--- config.mk ---
export PLATFORM = sky130hd
export DESIGN_NAME = utf8_text_token_normalizer_top
export DESIGN_NICKNAME = d
export VERILOG_FILES = /design/src/design/utn_pkg.sv /design/src/design/utn_front.sv /design/src/design/utn_class.sv /design/src/design/utn_fifo.sv /design/src/design/utn_back.sv /design/src/design/utf8_text_token_normalizer_top.sv
export SDC_FILE = /design/constraint.sdc
export NUM_CORES = 1
export LEC_CHECK = 0
export BUFFER_PORTS_ARGS = -buffer_cell sky130_fd_sc_hd__buf_2
export CORE_MARGIN = 2
export CORE_UTILIZATION = 63
export DETAILED_ROUTE_END_ITERATION = 10
export PLACE_DENSITY = 0.8
export SYNTH_ARGS = -nofsm -noshare
export SYNTH_HDL_FRONTEND = slang
export SYNTH_SLANG_ARGS = --single-unit
--- constraint.sdc ---
create_clock -name i_clk -period 11.2 [get_ports i_clk]
set_input_delay 2.24 -clock i_clk [delete_from_list [all_inputs] [get_ports i_clk]]
set_output_delay 2.24 -clock i_clk [all_outputs]
set_load 0.01 [all_outputs]
--- src/design/utn_pkg.sv ---
// Shared types, constants and helpers for the UTF-8 text token normalizer.
// No dependencies.
package utn_pkg;

    localparam int unsigned MAX_CHAR_BYTES = 7;
    localparam int unsigned QDEPTH = 4;
    localparam int unsigned QAW = 2;

    localparam logic [7:0] ASC_SPACE = 8'h20;
    localparam logic [7:0] ASC_APOS = 8'h27;

    // Event from the byte assembler: a complete character or an end of line.
    typedef struct packed {
        logic        eol;
        logic [2:0]  len;
        logic [31:0] v;
    } t_ev;

    // Output bytes caused by one input item, element 0 first.
    typedef struct packed {
        logic [2:0]      cnt;
        logic [5:0][7:0] bytes;
    } t_rec;

    function automatic logic [2:0] lead_length(input logic [7:0] b);
        logic [3:0] n;
        logic ones;
        n = 4'd0;
        ones = 1'b1;
        for (int i = 7; i >= 0; i--) begin
            if (ones && b[i]) begin
                n = n + 4'd1;
            end else begin
                ones = 1'b0;
            end
        end
        if (n < 4'd2) begin
            n = 4'd1;
        end
        if (n > 4'(MAX_CHAR_BYTES)) begin
            n = 4'(MAX_CHAR_BYTES);
        end
        return n[2:0];
    endfunction

endpackage

--- src/design/utn_front.sv ---
// Front: accepts input bytes and assembles UTF-8 characters.
// Uses utn_pkg; emits one registered event per finished character or end of line.
module utn_front import utn_pkg::*; (
    input  logic       i_clk,
    input  logic       i_rst_n,
    input  logic       i_s_tvalid,
    output logic       o_s_tready,
    input  logic [7:0] i_s_tdata,   // [7:0] in_byte
    input  logic       i_s_tuser,   // [0] action
    output logic       o_ev_valid,
    output t_ev        o_ev,
    input  logic       i_ev_ready
);

    logic [31:0] r_char_bytes, n_char_bytes;
    logic [2:0]  r_char_len, n_char_len;
    logic [2:0]  r_rem, n_rem;
    logic        r_ev_valid;
    t_ev         r_ev, n_ev;
    logic        n_has_ev;
    logic        w_acc, w_take;
    logic [2:0]  w_lead_len;

    assign w_take     = r_ev_valid && i_ev_ready;
    assign o_s_tready = !r_ev_valid || w_take;
    assign w_acc      = i_s_tvalid && o_s_tready;
    assign w_lead_len = lead_length(i_s_tdata);
    assign o_ev_valid = r_ev_valid;
    assign o_ev       = r_ev;

    always_comb begin
        n_char_bytes = r_char_bytes;
        n_char_len   = r_char_len;
        n_rem        = r_rem;
        n_has_ev     = 1'b0;
        n_ev         = r_ev;
        if (i_s_tuser) begin
            n_char_bytes = 32'd0;
            n_char_len   = 3'd0;
            n_rem        = 3'd0;
            n_has_ev     = 1'b1;
            n_ev.eol     = 1'b1;
            n_ev.len     = 3'd0;
            n_ev.v       = 32'd0;
        end else if (r_rem != 3'd0) begin
            n_char_bytes = {r_char_bytes[23:0], i_s_tdata};
            n_rem        = r_rem - 3'd1;
            n_has_ev     = (n_rem == 3'd0);
            n_ev.eol     = 1'b0;
            n_ev.len     = r_char_len;
            n_ev.v       = n_char_bytes;
        end else begin
            n_char_bytes = {24'd0, i_s_tdata};
            n_char_len   = w_lead_len;
            n_rem        = w_lead_len - 3'd1;
            n_has_ev     = (n_rem == 3'd0);
            n_ev.eol     = 1'b0;
            n_ev.len     = w_lead_len;
            n_ev.v       = n_char_bytes;
        end
    end

    always_ff @(posedge i_clk) begin
        if (!i_rst_n) begin
            r_char_bytes <= 32'd0;
            r_char_len   <= 3'd0;
            r_rem        <= 3'd0;
            r_ev_valid   <= 1'b0;
        end else if (w_acc) begin
            r_char_bytes <= n_char_bytes;
            r_char_len   <= n_char_len;
            r_rem        <= n_rem;
            r_ev_valid   <= n_has_ev;
        end else if (w_take) begin
            r_ev_valid   <= 1'b0;
        end
    end

    always_ff @(posedge i_clk) begin
        if (w_acc && n_has_ev) begin
            r_ev <= n_ev;
        end
    end

endmodule

--- src/design/utn_class.sv ---
// Classifier: turns a character or end-of-line event into its output bytes.
// Uses utn_pkg; holds the letter-run flag.
module utn_class import utn_pkg::*; (
    input  logic i_clk,
    input  logic i_rst_n,
    input  logic i_ev_valid,
    input  t_ev  i_ev,
    output logic o_ev_ready,
    output logic o_push,
    output t_rec o_rec,
    input  logic i_full
);

    logic            r_run;
    logic [31:0]     w_v;
    logic [2:0]      w_len;
    logic            w_l1a, w_l1b, w_l3a, w_l3b, w_letter;
    logic [7:0]      w_let_b;
    logic            w_apos, w_digit, w_cjk3, w_cjk4;
    logic [4:0][7:0] w_pay;
    logic [2:0]      w_pcnt;
    t_rec            w_rec;
    logic            w_take;

    assign w_v   = i_ev.v;
    assign w_len = i_ev.len;

    assign w_l1a = (w_len == 3'd1) && (w_v >= 32'h41) && (w_v <= 32'h5A);
    assign w_l1b = (w_len == 3'd1) && (w_v >= 32'h61) && (w_v <= 32'h7A);
    assign w_l3a = (w_len == 3'd3) && (w_v >= 32'hEFBCA1) && (w_v <= 32'hEFBCBA);
    assign w_l3b = (w_len == 3'd3) && (w_v >= 32'hEFBD81) && (w_v <= 32'hEFBD9A);
    assign w_letter = w_l1a || w_l1b || w_l3a || w_l3b;

    assign w_apos  = ((w_len == 3'd1) && (w_v == 32'h27)) ||
                     ((w_len == 3'd3) && (w_v == 32'hE28099));
    assign w_digit = (w_len == 3'd1) && (w_v >= 32'h30) && (w_v <= 32'h39);

    assign w_cjk3 = (w_len == 3'd3) && (
        ((w_v >= 32'd14858880) && (w_v <= 32'd14859199)) ||
        ((w_v >= 32'd14913664) && (w_v <= 32'd14988991)) ||
        ((w_v >= 32'd14989440) && (w_v <= 32'd15318975)) ||
        ((w_v >= 32'd15705216) && (w_v <= 32'd15707071)));
    assign w_cjk4 = (w_len == 3'd4) && (
        ((w_v >= 32'd4037050496) && (w_v <= 32'd4037712799)) ||
        ((w_v >= 32'd4037713024) && (w_v <= 32'd4037778623)) ||
        ((w_v >= 32'd4037778816) && (w_v <= 32'd4037779615)) ||
        ((w_v >= 32'd4037779616) && (w_v <= 32'd4037851823)) ||
        ((w_v >= 32'd4037851824) && (w_v <= 32'd4037980079)) ||
        ((w_v >= 32'd4038041728) && (w_v <= 32'd4038043807)));

    always_comb begin
        priority if (w_l3a) begin
            w_let_b = w_v[7:0] - 8'h60;
        end else if (w_l3b) begin
            w_let_b = w_v[7:0] - 8'h40;
        end else begin
            w_let_b = w_v[7:0] & 8'hDF;
        end
    end

    always_comb begin
        w_pay  = '0;
        w_pcnt = 3'd0;
        priority if (w_digit) begin
            w_pay[0] = 8'hEF;
            w_pay[1] = 8'hBC;
            w_pay[2] = w_v[7:0] + 8'h60;
            w_pay[3] = ASC_SPACE;
            w_pcnt   = 3'd4;
        end else if (w_cjk3) begin
            w_pay[0] = w_v[23:16];
            w_pay[1] = w_v[15:8];
            w_pay[2] = w_v[7:0];
            w_pay[3] = ASC_SPACE;
            w_pcnt   = 3'd4;
        end else if (w_cjk4) begin
            w_pay[0] = w_v[31:24];
            w_pay[1] = w_v[23:16];
            w_pay[2] = w_v[15:8];
            w_pay[3] = w_v[7:0];
            w_pay[4] = ASC_SPACE;
            w_pcnt   = 3'd5;
        end else begin
            w_pcnt   = 3'd0;
        end
    end

    always_comb begin
        w_rec = '0;
        priority if (i_ev.eol) begin
            w_rec.bytes[0] = ASC_SPACE;
            w_rec.cnt      = r_run ? 3'd1 : 3'd0;
        end else if (w_letter) begin
            w_rec.bytes[0] = w_let_b;
            w_rec.cnt      = 3'd1;
        end else if (r_run) begin
            w_rec.bytes[0]   = w_apos ? ASC_APOS : ASC_SPACE;
            w_rec.bytes[5:1] = w_pay;
            w_rec.cnt        = w_pcnt + 3'd1;
        end else begin
            w_rec.bytes[4:0] = w_pay;
            w_rec.cnt        = w_pcnt;
        end
    end

    assign w_take     = i_ev_valid && !i_full;
    assign o_ev_ready = !i_full;
    assign o_push     = w_take && (w_rec.cnt != 3'd0);
    assign o_rec      = w_rec;

    always_ff @(posedge i_clk) begin
        if (!i_rst_n) begin
            r_run <= 1'b0;
        end else if (w_take) begin
            r_run <= !i_ev.eol && w_letter;
        end
    end

endmodule

--- src/design/utn_fifo.sv ---
// Short queue of output-byte records between classifier and emitter.
// Uses utn_pkg for the record type and depth.
module utn_fifo import utn_pkg::*; (
    input  logic i_clk,
    input  logic i_rst_n,
    input  logic i_push,
    input  t_rec i_wr_data,
    input  logic i_pop,
    output t_rec o_rd_data,
    output logic o_empty,
    output logic o_full
);

    t_rec           r_mem [QDEPTH];
    logic [QAW-1:0] r_wp, r_rp;
    logic [QAW:0]   r_cnt;
    logic           w_wr, w_rd;

    assign o_empty   = (r_cnt == '0);
    assign o_full    = (r_cnt == (QAW+1)'(QDEPTH));
    assign w_wr      = i_push && !o_full;
    assign w_rd      = i_pop && !o_empty;
    assign o_rd_data = r_mem[r_rp];

    always_ff @(posedge i_clk) begin
        if (w_wr) begin
            r_mem[r_wp] <= i_wr_data;
        end
    end

    always_ff @(posedge i_clk) begin
        if (!i_rst_n) begin
            r_wp  <= '0;
            r_rp  <= '0;
            r_cnt <= '0;
        end else begin
            if (w_wr) begin
                r_wp <= r_wp + QAW'(1);
            end
            if (w_rd) begin
                r_rp <= r_rp + QAW'(1);
            end
            if (w_wr && !w_rd) begin
                r_cnt <= r_cnt + (QAW+1)'(1);
            end else if (w_rd && !w_wr) begin
                r_cnt <= r_cnt - (QAW+1)'(1);
            end
        end
    end

endmodule

--- src/design/utn_back.sv ---
// Back end: serializes queued records onto the output stream, one byte per transfer.
// Uses utn_pkg for the record type.
module utn_back import utn_pkg::*; (
    input  logic       i_clk,
    input  logic       i_rst_n,
    input  t_rec       i_rec,
    input  logic       i_empty,
    output logic       o_pop,
    output logic       o_m_tvalid,
    input  logic       i_m_tready,
    output logic [7:0] o_m_tdata,   // [7:0] out_byte
    output logic       o_m_tlast
);

    logic            r_busy;
    logic [2:0]      r_cnt;
    logic [5:0][7:0] r_bytes;
    logic            w_fire, w_done;

    assign o_m_tvalid = r_busy;
    assign o_m_tdata  = r_bytes[0];
    assign o_m_tlast  = (r_cnt == 3'd1);
    assign w_fire     = r_busy && i_m_tready;
    assign w_done     = w_fire && (r_cnt == 3'd1);
    assign o_pop      = !i_empty && (!r_busy || w_done);

    always_ff @(posedge i_clk) begin
        if (!i_rst_n) begin
            r_busy <= 1'b0;
            r_cnt  <= 3'd0;
        end else if (o_pop) begin
            r_busy <= 1'b1;
            r_cnt  <= i_rec.cnt;
        end else if (w_done) begin
            r_busy <= 1'b0;
            r_cnt  <= 3'd0;
        end else if (w_fire) begin
            r_cnt  <= r_cnt - 3'd1;
        end
    end

    always_ff @(posedge i_clk) begin
        if (o_pop) begin
            r_bytes <= i_rec.bytes;
        end else if (w_fire) begin
            r_bytes <= {8'h00, r_bytes[5:1]};
        end
    end

endmodule

--- src/design/utf8_text_token_normalizer_top.sv ---
// UTF-8 text token normalizer, top level.
// Path: front event register, classifier, queue, then the emitter's byte register.
// Throughput: one input item per cycle while the queue is not full; one output byte per
// cycle from the emitter while the output is ready (queue depth 4).
// Reset: synchronous, active low; clears the character assembler, run flag and queue.
// Uses utn_pkg, utn_front, utn_class, utn_fifo, utn_back.
module utf8_text_token_normalizer_top import utn_pkg::*; (
    input  logic       i_clk,
    input  logic       i_rst_n,
    input  logic       i_s_tvalid,
    output logic       o_s_tready,
    input  logic [7:0] i_s_tdata,   // [7:0] in_byte
    input  logic       i_s_tuser,   // [0] action
    output logic       o_m_tvalid,
    input  logic       i_m_tready,
    output logic [7:0] o_m_tdata,   // [7:0] out_byte
    output logic       o_m_tlast
);

    logic ev_valid, ev_ready;
    t_ev  ev;
    logic push, pop, empty, full;
    t_rec wr_rec, rd_rec;

    utn_front u_front (
        .i_clk      (i_clk),
        .i_rst_n    (i_rst_n),
        .i_s_tvalid (i_s_tvalid),
        .o_s_tready (o_s_tready),
        .i_s_tdata  (i_s_tdata),
        .i_s_tuser  (i_s_tuser),
        .o_ev_valid (ev_valid),
        .o_ev       (ev),
        .i_ev_ready (ev_ready)
    );

    utn_class u_class (
        .i_clk      (i_clk),
        .i_rst_n    (i_rst_n),
        .i_ev_valid (ev_valid),
        .i_ev       (ev),
        .o_ev_ready (ev_ready),
        .o_push     (push),
        .o_rec      (wr_rec),
        .i_full     (full)
    );

    utn_fifo u_fifo (
        .i_clk     (i_clk),
        .i_rst_n   (i_rst_n),
        .i_push    (push),
        .i_wr_data (wr_rec),
        .i_pop     (pop),
        .o_rd_data (rd_rec),
        .o_empty   (empty),
        .o_full    (full)
    );

    utn_back u_back (
        .i_clk      (i_clk),
        .i_rst_n    (i_rst_n),
        .i_rec      (rd_rec),
        .i_empty    (empty),
        .o_pop      (pop),
        .o_m_tvalid (o_m_tvalid),
        .i_m_tready (i_m_tready),
        .o_m_tdata  (o_m_tdata),
        .o_m_tlast  (o_m_tlast)
    );

endmodule
## Word-level counts from Yosys, hierarchy flattened

Memory sizes are Yosys's and may differ from the RTL's. A register that Yosys moved wholly into a read port is not among the register bits.
Index checks and enable logic that the tools add are counted.

| word-level totals | value |
|---|---|
| bits in registers | 127 |
| bits in writable memories | 204 |
| input bits | 13 |
| output and inout port bits | 11 |
| memories kept | 1 |

| cells by class | value |
|---|---|
| add/sub/neg operators | 18 |
| magnitude comparators | 32 |
| equality and inequality tests | 8 |
| multiplexer cells | 62 |
| bitwise operators | 1 |
| reductions and logical operators | 76 |

Memory list:

| name | words | width | read ports | clocked after Yosys merged registers in | write ports | RTL line | text |
|---|---|---|---|---|---|---|---|
| u_fifo.r_mem | 4 | 51 | 1 | 1 | 1 | utn_fifo.sv:14 | `t_rec r_mem [QDEPTH];` |

Operator list:

| operator | count |
|---|---|
| greater-or-equal comparator 32 x 24 -> 1 bit (second input constant) | 6 |
| greater-or-equal comparator 32 bit (second input constant) | 6 |
| less-or-equal comparator 32 x 24 -> 1 bit (second input constant) | 6 |
| less-or-equal comparator 32 bit (second input constant) | 6 |
| 2-to-1 mux 40 bit | 3 |
| 2-to-1 mux 48 bit | 2 |
| greater-or-equal comparator 32 x 7 -> 1 bit (second input constant) | 2 |
| less-or-equal comparator 32 x 7 -> 1 bit (second input constant) | 2 |
| 2-to-1 mux 32 bit | 2 |
| 2-to-1 mux 8 bit | 7 |
| 2-to-1 mux 3 bit | 17 |
| 2-to-1 mux 24 bit | 2 |
| logical AND 1 bit | 43 |
| 2-to-1 mux 38 bit | 1 |
| 2-to-1 mux 35 bit | 1 |
| equality test 32 x 24 -> 1 bit (second input constant) | 1 |
| equality test 32 x 6 -> 1 bit (second input constant) | 1 |
| greater-or-equal comparator 32 x 6 -> 1 bit (second input constant) | 1 |
| less-or-equal comparator 32 x 6 -> 1 bit (second input constant) | 1 |
| 2-to-1 mux 4 bit | 8 |
| adder 4 x 1 -> 4 bit (second input constant) | 7 |
| 2-to-1 mux 1 bit | 17 |
| subtractor 8 x 7 -> 8 bit (second input constant) | 2 |
| logical OR 1 bit | 14 |
| 18 further kinds | 39 |

## Depth between registers and ports, before layout

Gate-level depths: netlist of the first run.

| logic depth | value |
|---|---|
| word-level depth | 24 |
| mapped depth | 29 |
| gate-level depth less buffers | 29 |

## By module

A second synthesis of the first run with hierarchy kept.

| second synthesis, totals | value |
|---|---|
| cell total of the unflattened synthesis | 1254 |
| area total of the unflattened synthesis | 16419.5 sq um |

By module, submodules not included:

| module | instances | cells an instance | area an instance (sq um) | seq. area each (sq um) |
|---|---|---|---|---|
| utn_fifo | 1 | 315 | 7907.6 | 6306.0 |
| utn_front | 1 | 323 | 3268.1 | 1701.6 |
| utn_class | 1 | 474 | 2917.8 | 20.0 |
| utn_back | 1 | 142 | 2326.0 | 1521.5 |

## Least setup slack after synthesis of the first run

No wires, ideal clock.

| path | value |
|---|---|
| kind | input to register |
| start | in i_s_tdata[6] |
| end | reg u_front.r_ev, in the netlist u_front.o_ev[0], enable pin |
| library setup time | 429 ps |
| arrival time | 8484 ps |
| data required time | 10771 ps |
| path slack | 2287 ps |
| cell stages on the path | 27 |
| buffers on the path | 0 |
| cell sequence | nand2_1 > inv_1 > ha_1 > o21a_1 > ha_1 > nand2_1 > a31oi_1 > ha_1 > nand2b_1 > o211ai_1 > a31oi_1 > ha_1 > mux2i_1 > inv_1 > ha_1 > a21bo_2 > a211oi_1 > nand4_1 > a21oi_1 > nor2_1 > xor2_1 > nor2_1 > ha_1 > nor2_1 > nor4b_1 > nor3_1 > nor2_1 |

| on the way | value |
|---|---|
| longest elaborated chain between the ends | 23 |
| elaborated cells between the ends (all ways) | 35 |
| classes of those cells | add/sub (7); order compare (2); mux (17); reduce/logical (9) |

Ends and longest elaborated chain:

| item | RTL line | text |
|---|---|---|
| start, declared | utf8_text_token_normalizer_top.sv:12 | `input logic [7:0] i_s_tdata,` |
| logical AND 1 bit (*) | utn_pkg.sv:31 | `if (ones && b[i]) begin` |
| 2-to-1 mux 4 bit or 2-to-1 mux 1 bit (tied branches) | utn_pkg.sv:31 |  |
| adder 4 x 1 -> 4 bit or logical AND 1 bit (tied branches) | utn_pkg.sv:32, utn_pkg.sv:31 |  |
| 2-to-1 mux 4 bit or 2-to-1 mux 1 bit (tied branches) | utn_pkg.sv:31 |  |
| adder 4 x 1 -> 4 bit or logical AND 1 bit (tied branches) | utn_pkg.sv:32, utn_pkg.sv:31 |  |
| 2-to-1 mux 4 bit or 2-to-1 mux 1 bit (tied branches) | utn_pkg.sv:31 |  |
| adder 4 x 1 -> 4 bit or logical AND 1 bit (tied branches) | utn_pkg.sv:32, utn_pkg.sv:31 |  |
| 2-to-1 mux 4 bit or 2-to-1 mux 1 bit (tied branches) | utn_pkg.sv:31 |  |
| [7 not listed] | -- |  |
| 2-to-1 mux 4 bit (*) | utn_pkg.sv:37 | `if (n < 4'd2) begin` |
| > comparator 4 x 3 -> 1 bit | utn_pkg.sv:40 | `if (n > 4'(MAX_CHAR_BYTES)) begin` |
| 2-to-1 mux 3 bit (*) | utn_pkg.sv:40 |  |
| subtractor 3 x 1 -> 3 bit (*) | utn_front.sv:55 | `n_rem = w_lead_len - 3'd1;` |
| logical NOT 3 bit (*) | utn_front.sv:56 | `n_has_ev = (n_rem == 3'd0);` |
| 2-to-1 mux 1 bit (*) | utn_front.sv:45 | `end else if (r_rem != 3'd0) begin` |
| 2-to-1 mux 1 bit (*) | utn_front.sv:37 | `if (i_s_tuser) begin` |
| logical AND 1 bit (*) | utn_front.sv:80 | `if (w_acc && n_has_ev) begin` |
| end signal, assigned | utn_front.sv:81 | `r_ev <= n_ev;` |
| end, declared | utn_front.sv:19 | `t_ev r_ev, n_ev;` |

Every way passes the cells marked *; elsewhere a longest branch is shown, timed or not.
A chain may end at the register's enable or synchronous reset.

## Worst setup path in the final report of the first run

| path | value |
|---|---|
| start | in i_s_tdata[6] |
| end | reg u_front.r_ev, in the netlist u_front.o_ev[26], enable pin |

The elaborated chain is that of the path after synthesis.

==> flow_summary.toml, run 1 <==
[drt]
antenna_left = 0
num_vias = 9874
drt_iter0_markers = 945
wirelength_um = 32100
drc = 0
dr.pass1.iters = 5
wl_per_cell_um = 21.5
vias_per_cell = 6.61

[layout]
drive_above_1_share_pct = 15.6
antenna_cells = 0
fin_util_pct = 69.8
final_nets = 1230
synthToLayoutAreaGrowth_pct = 8.70
most-common-layout-cells = "edfxtp_1 (249), nand2_1 (104), a21oi_1 (78)"
stdcell_count = 1493
layout_commonest_cell = "edfxtp_1"

[critical_path]
end_kind = "register"
worst-setup-path-type = "input pin to register"
r2r_setup_slack_ns = 5.49
cp_slowest_stage_delay_ns = 0.44
cp_max_fo = 36
arrival_ns = 8.37
crit_slowest_cell = "a211oi_1"
start_kind = "input pin"
cp.required_ns = 11.39
cpMostUsedCell = "ha_1"

[cts]
clk_pin_slew_worst_paths_ns = 0.06
numCtsBuffers = 28
cts_resized = 0
cts_tree = "done"
cts_hold_buffers = 0
root_buffer = "clkbuf_16"
cts_setup_buffers = 0
cts.path.max_buffers = 3
clkSinkCount = 294
clkLatencyLatePin_ns = 0.55
htreeDepth = 1

[floorplanning]
die_h_um = 156
die_area_um2 = 24300
row_count = 55
core_area_um2 = 22600
io_pins = 24
die_w_um = 156
start_util_pct = 64.3

[power_and_ir_drop]
comb_power_share_pct = 21.8
power_frac_clock_pct = 31.5
cellLeakagePower_nw = 4.96
p_sw_share_pct = 27.0
seqPwrFrac_pct = 46.7
p_per_area_nw_per_um2 = 194
irDropWorstVdd_v = 0.000213
p_int_mw = 2.24
power_switching_uw = 828

[sta]
slew_violations = 0
rsz0062_at_grt = "false"
fin_setup_tns_ns = 0
setup_ws_ns = 3.03
fin_worst_skew_ns = 0.00922
hold_viol = 0
period_share_pct = 73.0
period_needed_ns = 8.17
slew_headroom_pct = 31.2
setup_viol = 0
tightest_slew_ns = 1.03
clock.fmax_mhz = 122

[global_routing]
antenna_found_initial = 0
grtUsageTotal_pct = 27.1
overflow = 0
grt_pass1_wl_um = 52100
grt_pass1_vias = 9834
grt_max_degree = 48

[placed_design]
numPortBuffers = 23
dp_slack_ns = 2.55
dp_hpwl_um = 20700
globalplace.congestion = 1.02
place_inst = 1441

[logic_synthesis]
syn-num-nets = 1244
synthFlopType = "edfxtp_1"
synth.top_cell.area_share_pct = 51.4
yosysWarnings = 0
ys_async_sr_fraction_pct = 0
synth-seq-cells = 294
synth.area.top_cells = "edfxtp_1 (51%), mux4_2 (6.7%), dfxtp_1 (6.2%), a21oi_1 (2.8%), nand2_1 (2.7%)"
synth_top_cell_by_area = "edfxtp_1"
avgSynthCellArea_um2 = 12.1
synth_cell_types = 75
yosysSeqAreaShare_pct = 57.6
synth_cells = 1200
syn-cell-area_um2 = 14500
synth_edf_count = 249

[worst_hold_path]
worstHoldPathType = "register to register"

[run]
max_cap_viol_count = 0

[outcome]
status = "completed"
[area by class of cell]
class / count / area, um2
clock buffer: 35 / 800
clock inverter: 17 / 165
fill: 1531 / 6830
inverter: 38 / 143
multi-input combinational: 781 / 5700
sequential: 294 / 8380
tap: 285 / 357
timing repair buffer: 43 / 265
[power groups by stage]
stage	registers (mW)	clock network [mW]	logic [mW]
after floorplan	1.42	0	0.552
after global placement	1.45	0	0.659
after detailed placement	1.46	0	0.672
after CTS	1.43	0.981	0.677
after global routing	1.45	1.02	0.739
final	1.43	0.968	0.670
[metal layers]
metal | global-route usage [%] | vias up | wire length (um) | share of wire (%)
met5 | 0 | - | 0 | 0
met3 | 4.31 | 81 | 2450 | 7.6
met4 | 8.61 | 0 | 910 | 2.8
met2 | 44.8 | 477 | 15500 | 48
li1 | - | 4564 | - | -
met1 | 37.3 | 4752 | 13300 | 41
[logic make-up after synthesis]
| family | share of synthesized area, % |
|---|---|
| AOI/OAI and AO/OA | 11.7 |
| xor gates and xnor gates | 0.860 |
| adders and majority gates | 2.72 |
| buffers and inverters | 3.46 |
| DFF | 57.6 |
| muxes | 9.49 |
| and+or+nand+nor | 14.2 |
[path summary, 6_finish.rpt]
check	start	endpoint	cells past startpoint
min reg2reg	u_front.r_char_bytes[16]	u_front.r_char_bytes[16]	2
max	i_s_tdata[6]	u_front.o_ev[26]	29
max reg2reg	u_front.o_ev[10]	u_fifo.r_cnt[2]	17
min	u_front.r_char_bytes[16]	u_front.r_char_bytes[16]	2
[flip-flops by register name, indices dropped and copies added, names as in the netlist, 2 cells and up, named ones only]
name                  cells
u_front.r_rem             3
u_back.r_bytes           33
u_fifo.r_mem            172
u_fifo.r_cnt              3
u_fifo.r_wp               2
u_front.o_ev             36
u_back.o_m_tdata          8
u_front.r_char_len        3
u_back.r_cnt              3
u_fifo.r_rp               2
u_front.r_char_bytes     24
[Yosys cell counts, types with 4 or more instances]
master,number
a21boi_0,6
nand2_1,104
nand3_1,36
o21ai_1,4
o221ai_1,4
a21o_1,5
mux2i_1,4
nor2_1,58
nor3_1,29
a211oi_1,12
clkbuf_1,69
o311ai_0,4
buf_4,8
or4_1,11
nor2b_1,18
or2_2,5
xor2_1,4
a21oi_1,80
edfxtp_1,249
inv_1,37
o22ai_1,5
a311oi_1,12
nor4_1,15
nand4_1,19
o2111ai_1,7
a31oi_1,18
a221oi_1,5
o21ai_0,54
mux4_2,43
buf_1,7
ha_1,30
and3_1,10
o211ai_1,8
or3_1,10
dfxtp_1,45
nand2b_1,12
mux2_2,33
xnor2_1,5
o31ai_1,9
and2_1,55
[critical path: cells and delay by family]
family                   cells  cell delay [ns]
multiplexers                 1             0.26
AND/OR/NAND/NOR             10             1.42
adder cells (fa/ha/maj)      6             1.75
buffers and inverters        4             0.68
XOR/XNOR                     1             0.41
AO/OA/AOI/OAI                7             1.60
[metrics by stage]
step | power, mW | cell area, um2 | hold slack [ns]
global route | 3.21 | 15800 | 0.469
global placement | 2.11 | 14800 | 0.439
CTS | 3.09 | 15800 | 0.451
detailed placement | 2.13 | 14800 | 0.443
finish | 3.07 | 15800 | 0.447
floorplan | 1.97 | 14500 | 0.432
Note: power is estimated with default switching activity, not from simulation.
==> inputs of run 2 (changes only) <==
==> constraint.sdc (replaced) <==
create_clock -name i_clk -period 7.97 [get_ports i_clk]
set_input_delay 1.594 -clock i_clk [delete_from_list [all_inputs] [get_ports i_clk]]
set_output_delay 1.594 -clock i_clk [all_outputs]
set_load 0.01 [all_outputs]
==> run 2 against run 1 <==
Count of clock-buffer cells in the layout shrank 1. Final area shrank 0.71%. Wire length hardly changed. Total power up 37%. Clock power rose by 27%. Register-to-register slack got worse by 3.4 ns. Hold slack gained 0.0015 ns. Die area stayed put. Clock skew increased by 0.0012 ns. Critical endpoint is now u_front.o_ev[30]. Largest cell class unchanged. Highest routed layer unchanged.
==> flow_summary.toml, run 2 (synthesized netlist as in run 1, its figures left out) <==
[sta]
setup_viol = 0
rsz0062_at_grt = "false"
tightest_slew_ns = 1.06
period_share_pct = 91.2
fin_setup_tns_ns = 0
slew_headroom_pct = 29.1
hold_viol = 0
slew_violations = 0
period_needed_ns = 7.27
fin_worst_skew_ns = 0.0105
clock.fmax_mhz = 138

[floorplanning]
core_area_um2 = 22600
io_pins = 24
die_h_um = 156
row_count = 55
start_util_pct = 64.3
die_w_um = 156
die_area_um2 = 24300

[global_routing]
overflow = 0
grtUsageTotal_pct = 27.0
grt_max_degree = 48
antenna_found_initial = 0
grt_pass1_wl_um = 51800
grt_pass1_vias = 9655

[drt]
dr.pass1.iters = 6
antenna_left = 0
top_layer = "met4"
num_vias = 9819
drc = 0
wl_met3_um = 2470
wl_met1_um = 13000
vias_per_cell = 6.58
wirelength_um = 32100
wl_per_cell_um = 21.5
drt_iter0_markers = 1041
met2WireLength_um = 16000

[critical_path]
start_kind = "input pin"
cp_max_fo = 36
crit_slowest_cell = "buf_4"
arrival_ns = 7.45
end_kind = "register"
cp_slowest_stage_delay_ns = 0.40
r2r-start = "u_front.o_ev[27]"
cp.required_ns = 8.15
critPathTopFamily = "adder cells"
r2r_setup_slack_ns = 2.05
reg2regPathDepth = 14
cpMostUsedCell = "ha_1"
worst-setup-path-type = "input pin to register"
crit_buf_inv = 4
timing.rr.end = "u_fifo.r_mem[2][26]"
critPathLaunch = "i_s_tdata[6]"

[layout]
regMostFlops = "u_fifo.r_mem"
most-common-layout-cells = "edfxtp_1 (249), nand2_1 (104), a21oi_1 (78)"
final_nets = 1229
synthToLayoutAreaGrowth_pct = 7.92
multi_input_area_um2 = 5710
regArea_um2 = 8380
drive_above_1_share_pct = 14.7
design_area_um2 = 15700
layout_commonest_cell = "edfxtp_1"
antenna_cells = 0
fillCellCount = 1558
fin_util_pct = 69.3
largest_register_ffs = 172

[placed_design]
dp_hpwl_um = 21300
numPortBuffers = 23
globalplace.congestion = 1.00
place_area_um2 = 14800

[cts]
cts_tree = "done"
cts_setup_buffers = 0
htreeDepth = 1
clkLatencyLatePin_ns = 0.53
clkSinkCount = 294
numCtsBuffers = 28
cts_resized = 0
root_buffer = "clkbuf_16"
cts.path.max_buffers = 3
cts_hold_buffers = 0
clk_pin_slew_worst_paths_ns = 0.06

[run]
max_cap_viol_count = 0

[worst_hold_path]
worstHoldPathType = "register to register"
worstHoldEndpoint = "u_front.r_char_bytes[16]"
holdPathStages = 2
hold_start = "u_front.r_char_bytes[16]"

[outcome]
status = "completed"

[power_and_ir_drop]
cellLeakagePower_nw = 4.89
irDropWorstVdd_v = 0.000261
p_per_area_nw_per_um2 = 267
run 2: changes by cell type in the layout (fill, tap and decap cells not counted), sizes merged:
cell | before | now
buf | 43 | 42
bufinv | 3 | 1
clkbuf | 35 | 34
clkinv | 13 | 16
run 2: how the worst max path moves through the flow:
stage,endpoint,slack (ns),depth (start not counted)
floorplan,u_front.o_ev[0],0.30,27
global placement,u_front.o_ev[25],0.28,30
detailed placement,u_front.o_ev[26],0.007,30
CTS,u_front.o_ev[30],0.56,30
global route,u_front.o_ev[19],0.10,30
finish,u_front.o_ev[30],0.70,30
run 2: worst reg2reg max path, cell delays in order, from the launching register on:
cell and delay, ns:
edfxtp_1 0.38, or4_4 0.58, nor4_1 0.84, and3_1 0.32, a21oi_1 0.08, o22ai_1 0.74, a31oi_2 0.16, buf_4 0.27
ha_1 0.31, nor2_1 0.03, nor4b_1 0.17, o2111ai_2 0.18, o2111a_2 0.33, and2_2 0.86, buf_4 0.35
run 2: layer usage:
metal	vias to the layer above	global-route usage [%]
li1	4568	-
met1	4725	37.1
met2	454	46.0
met3	72	3.64
met4	0	7.16
met5	-	0
run 2: stage by stage:
step           setup slack [ns]  power (mW)  hold slack, ns  instances
5_1_grt                   0.103        4.38           0.464       1492
4_1_cts                   0.564        4.22           0.451       1492
3_3_place_gp              0.284        2.96           0.439       1440
2_1_floorplan             0.297        2.77           0.432       1200
6_report                  0.698        4.19           0.448       1492
3_5_place_dp            0.00682        2.99           0.442       1440
run 2: layout make-up:
cell class	count	area share, %
sequential	294	53.4
multi-input combinational	781	36.4
clock buffer	34	4.74
tap	285	2.27
timing repair buffer	42	1.64
inverter	38	0.909
clock inverter	18	0.701
run 2: power breakdown:
part	switching (mW)	internal, mW
logic	0.510	0.433
clock network	0.539	0.693
registers	0.104	1.91
total	1.15	3.04
